### src/rtl/rmth_pkg.sv
// Shared constants and types for the running median block.
// No dependencies.
package rmth_pkg;
    localparam int HALF_CAPACITY_DEF = 1024;
    localparam int SAMPLE_BITS_DEF   = 32;
    localparam int MEDIAN_W          = 33;
    localparam int COUNT_W           = 12;
    localparam int IN_W              = 32;

    // datapath operation codes
    typedef enum logic [2:0] {
        OP_NONE,
        OP_START,     // latch sample, read both tops
        OP_SIFT_STEP, // one level of the current sift
        OP_MED_READ,  // read both tops for result
        OP_MED_DONE   // form result
    } rmth_op_t;

    typedef struct packed {
        logic busy;   // tops read or sift running
        logic done;   // result register loaded
    } rmth_stat_t;
endpackage

### src/rtl/rmth_ctrl.sv
// Controller: sequences one sample through insert, result read and output.
// Depends on rmth_pkg.
module rmth_ctrl
    import rmth_pkg::*;
(
    input  logic       aclk,
    input  logic       aresetn,
    input  logic       s_fire,
    input  logic       out_free,
    input  rmth_stat_t stat,
    output logic       s_ready,
    output rmth_op_t   op,
    output logic       load_out
);
    typedef enum logic [2:0] {C_IDLE, C_INS, C_RD, C_RDW, C_FORM, C_OUT} ctrl_t;
    ctrl_t state_reg;

    always_ff @(posedge aclk) begin
        if (!aresetn) begin
            state_reg <= C_IDLE;
        end else begin
            unique case (state_reg)
                C_IDLE:  if (s_fire) state_reg <= C_INS;
                C_INS:   if (!stat.busy) state_reg <= C_RD;
                C_RD:    state_reg <= C_RDW;
                C_RDW:   if (!stat.busy) state_reg <= C_FORM;
                C_FORM:  state_reg <= C_OUT;
                C_OUT:   if (out_free) state_reg <= C_IDLE;
                default: state_reg <= C_IDLE;
            endcase
        end
    end

    always_comb begin
        unique case (state_reg)
            C_IDLE:  op = s_fire ? OP_START : OP_NONE;
            C_RD:    op = OP_MED_READ;
            C_FORM:  op = OP_MED_DONE;
            default: op = OP_NONE;
        endcase
    end

    // done stays up until the next sample starts, so a stalled output still loads
    assign s_ready  = (state_reg == C_IDLE);
    assign load_out = (state_reg == C_OUT) && out_free && stat.done;
endmodule

### config.mk
export PLATFORM = sky130hd
export DESIGN_NAME = rmth_ctrl
export DESIGN_NICKNAME = d
export VERILOG_FILES = /design/src/rtl/rmth_pkg.sv /design/src/rtl/rmth_ctrl.sv
export SDC_FILE = /design/constraint.sdc
export NUM_CORES = 1
export LEC_CHECK = 0
export ABC_AREA = 0
export BUFFER_PORTS_ARGS = -buffer_cell sky130_fd_sc_hd__buf_4
export CAP_MARGIN = 20
export CORE_AREA = 2 2 39 41
export DETAILED_ROUTE_END_ITERATION = 8
export DIE_AREA = 0 0 41 43
export GPL_TIMING_DRIVEN = 0
export PLACE_DENSITY = 0.45
export SETUP_SLACK_MARGIN = 0.05
export SYNTH_ARGS = -nofsm -noshare
export SYNTH_HDL_FRONTEND = slang
export SYNTH_SLANG_ARGS = --single-unit
### constraint.sdc
create_clock -name aclk -period 2.6 [get_ports aclk]
set_clock_uncertainty 0.05 [all_clocks]
set_input_delay 0.26 -clock aclk [delete_from_list [all_inputs] [get_ports aclk]]
set_output_delay 0.26 -clock aclk [all_outputs]
set_load 0.1 [all_outputs]
==> run summary <==
Outcome: completed
Hold Vio Cnt, Final: 0
Setup crit end kind: output port
Diode count: 0
Clk Latency, worst-skew pair: 230 ps
Full die area: 1763 µm²
Min cycle time layout: 1618 ps
Largest area contributor in the netlist: dfxtp_1
Longest Clk Path Bufs: 2
Seq cells post-synth: 3
Core Area: 1384 µm²
Gr ovfl total: 0
Port bufs: 10
Layout cells sized above 1: 0.5714
Number of global-route vias before repair: 209
DRC errors left: 0
Area Growth Syn to Fin: 72.67%
Peak supply drop: 0.0002161 V
Yosys top cell area share: 0.3200
Hold crit path type: in2reg
Worst setup SP type: flip-flop
Number of fill cells in the layout: 153
Starting density of the core: 0.1356
DR vias/cell: 4.118
Critical path data arrival time: 1310 ps
Max reg flops: 3
Pins over their slew limit: 0
RSZ-0062 raised after global routing: no
Warnings, synthesis: 0
Drt first pass iters: 1
Routed len/inst: 9.765 µm
First-pass GRT wire length: 793 µm
Req. time, crit path: 2290 ps
Initial antenna violation count: 0
Mapped Cells: 21
Lkg Pwr: 0.1385 nW
Reg clk slew, reported paths: 40 ps
TritonCTS Buffers: 3
DR iter-0 viols: 0
Clock Sinks: 3
Root cell of the clock tree: clkbuf_4
Largest net degree at the start of global routing: 9
Place WS: 1229 ps
Max_cap viols: 0
Avg Cell Area, Syn: 8.937 µm²
Setup TNS: 0 ps
IO Count: 11
Die width: 41 µm
PnR worst setup slack: 982.1 ps
Synthesized area: 187.7 µm²
Power Density: 698.7 nW/µm²
Endpoints failing setup: 0
Critical path class: reg2out
Slew headroom: 0.7880
# hold bufs at CTS: 0
Post-synthesis sequential area ratio: 0.3200
Yosys cell types: 14
Aggregate routed wire length: 498 µm
Top cells by area, synth: dfxtp_1, nor3_1, nor3b_1, nand2b_4, nor3b_2
# resized after CTS: 0
Routability cong.: 0.6607
CTS tree: yes
Worst Tran Pin Value: 317.5 ps
Fin crit share: 0.6223
Setup bufs post-CTS: 0
Crit Path Max Fanout: 7
Total GRT Usage: 0.07322
Num rows: 14
DR vias: 210
Max Fclk: 618.1 MHz
H-tree Lvls: 1
Nets: 42
DIE HEIGHT: 43 µm
Routed Antenna Nets: 0
Syn Nets: 27
## synth_stat cells
cell type / number
nand3b_1: 1
nor2_1: 3
xor2_1: 1
nor3b_1: 2
nand2b_1: 1
a21oi_2: 1
o2bb2ai_1: 1
o21a_1: 1
nand3_1: 1
nor3_1: 3
nor3b_2: 1
nand2b_4: 1
dfxtp_1: 3
buf_4: 1
## final cells by class
type,count,area [µm²],area share
flip-flops and latches,3,60.06,0.1853
repair buffers,10,75.07,0.2317
well taps,16,20.02,0.06178
multi-input cells,17,135.1,0.4170
clock buffers,4,26.28,0.08108
plain buffers,1,7.507,0.02317
## layout by cell type (no fill, tap or decap)
cell and count:
buf_4 11, nor2_1 3, clkbuf_4 3, dfxtp_1 3
nor3b_2 2, nor3_2 2, nand2b_1 1, nand3_1 1
a21oi_2 1, nand2b_4 1, nor3b_1 1, o21a_1 1
nand3b_1 1, nor3_1 1, o2bb2ai_1 1, xor2_1 1
clkbuf_1 1
## worst paths after layout
| path | to | slack (ps) | cells past startpoint | startpoint |
|---|---|---|---|---|
| setup / recovery | load_out | 980 | 3 | state_reg[2] |
| hold / removal | state_reg[0] | 200 | 2 | aresetn |
| setup reg to reg | state_reg[2] | 1540 | 3 | state_reg[2] |
| hold reg to reg | state_reg[1] | 580 | 1 | state_reg[2] |
## layer usage
metal,GRT usage,share of wire
met4,0.06000,0
met5,0,0
met2,0.09375,0.40
met1,0.08013,0.47
met3,0.04712,0.13
## report_power, final
part	switching (mW)	internal, mW	total, mW
clock network	0.0231	0.0574	0.0806
registers	0.00412	0.0500	0.0542
logic	0.0654	0.0263	0.0917
## through the flow
step	hold WS (ps)	std cells	cell area, µm²	total power [mW]	utilization
5_1_grt	198.9	51	324.1	0.2430	0.2342
3_3_place_gp	437.4	47	297.8	0.1451	0.2152
6_report	202.9	51	324.1	0.2264	0.2342
4_1_cts	193.5	51	324.1	0.2319	0.2342
3_5_place_dp	441.1	47	297.8	0.1472	0.2152
2_1_floorplan	326.9	21	202.7	0.1265	-
## worst max-delay path, cell delays in order, from the launching register on
cell and delay [ps]:
dfxtp_1 500, nand2b_1 160, nor2_1 130, buf_4 290
## cell families (layout without fill, tap and decap cells)
family,Yosys count,count (layout),share of synthesized area
buffers and inverters,1,15,0.04001
XOR/XNOR,1,1,0.04668
flip-flops,3,3,0.3200
AND/OR/NAND/NOR,13,13,0.4599
AO/OA/AOI/OAI,3,3,0.1334
Note: power is estimated with default switching activity, not from simulation.
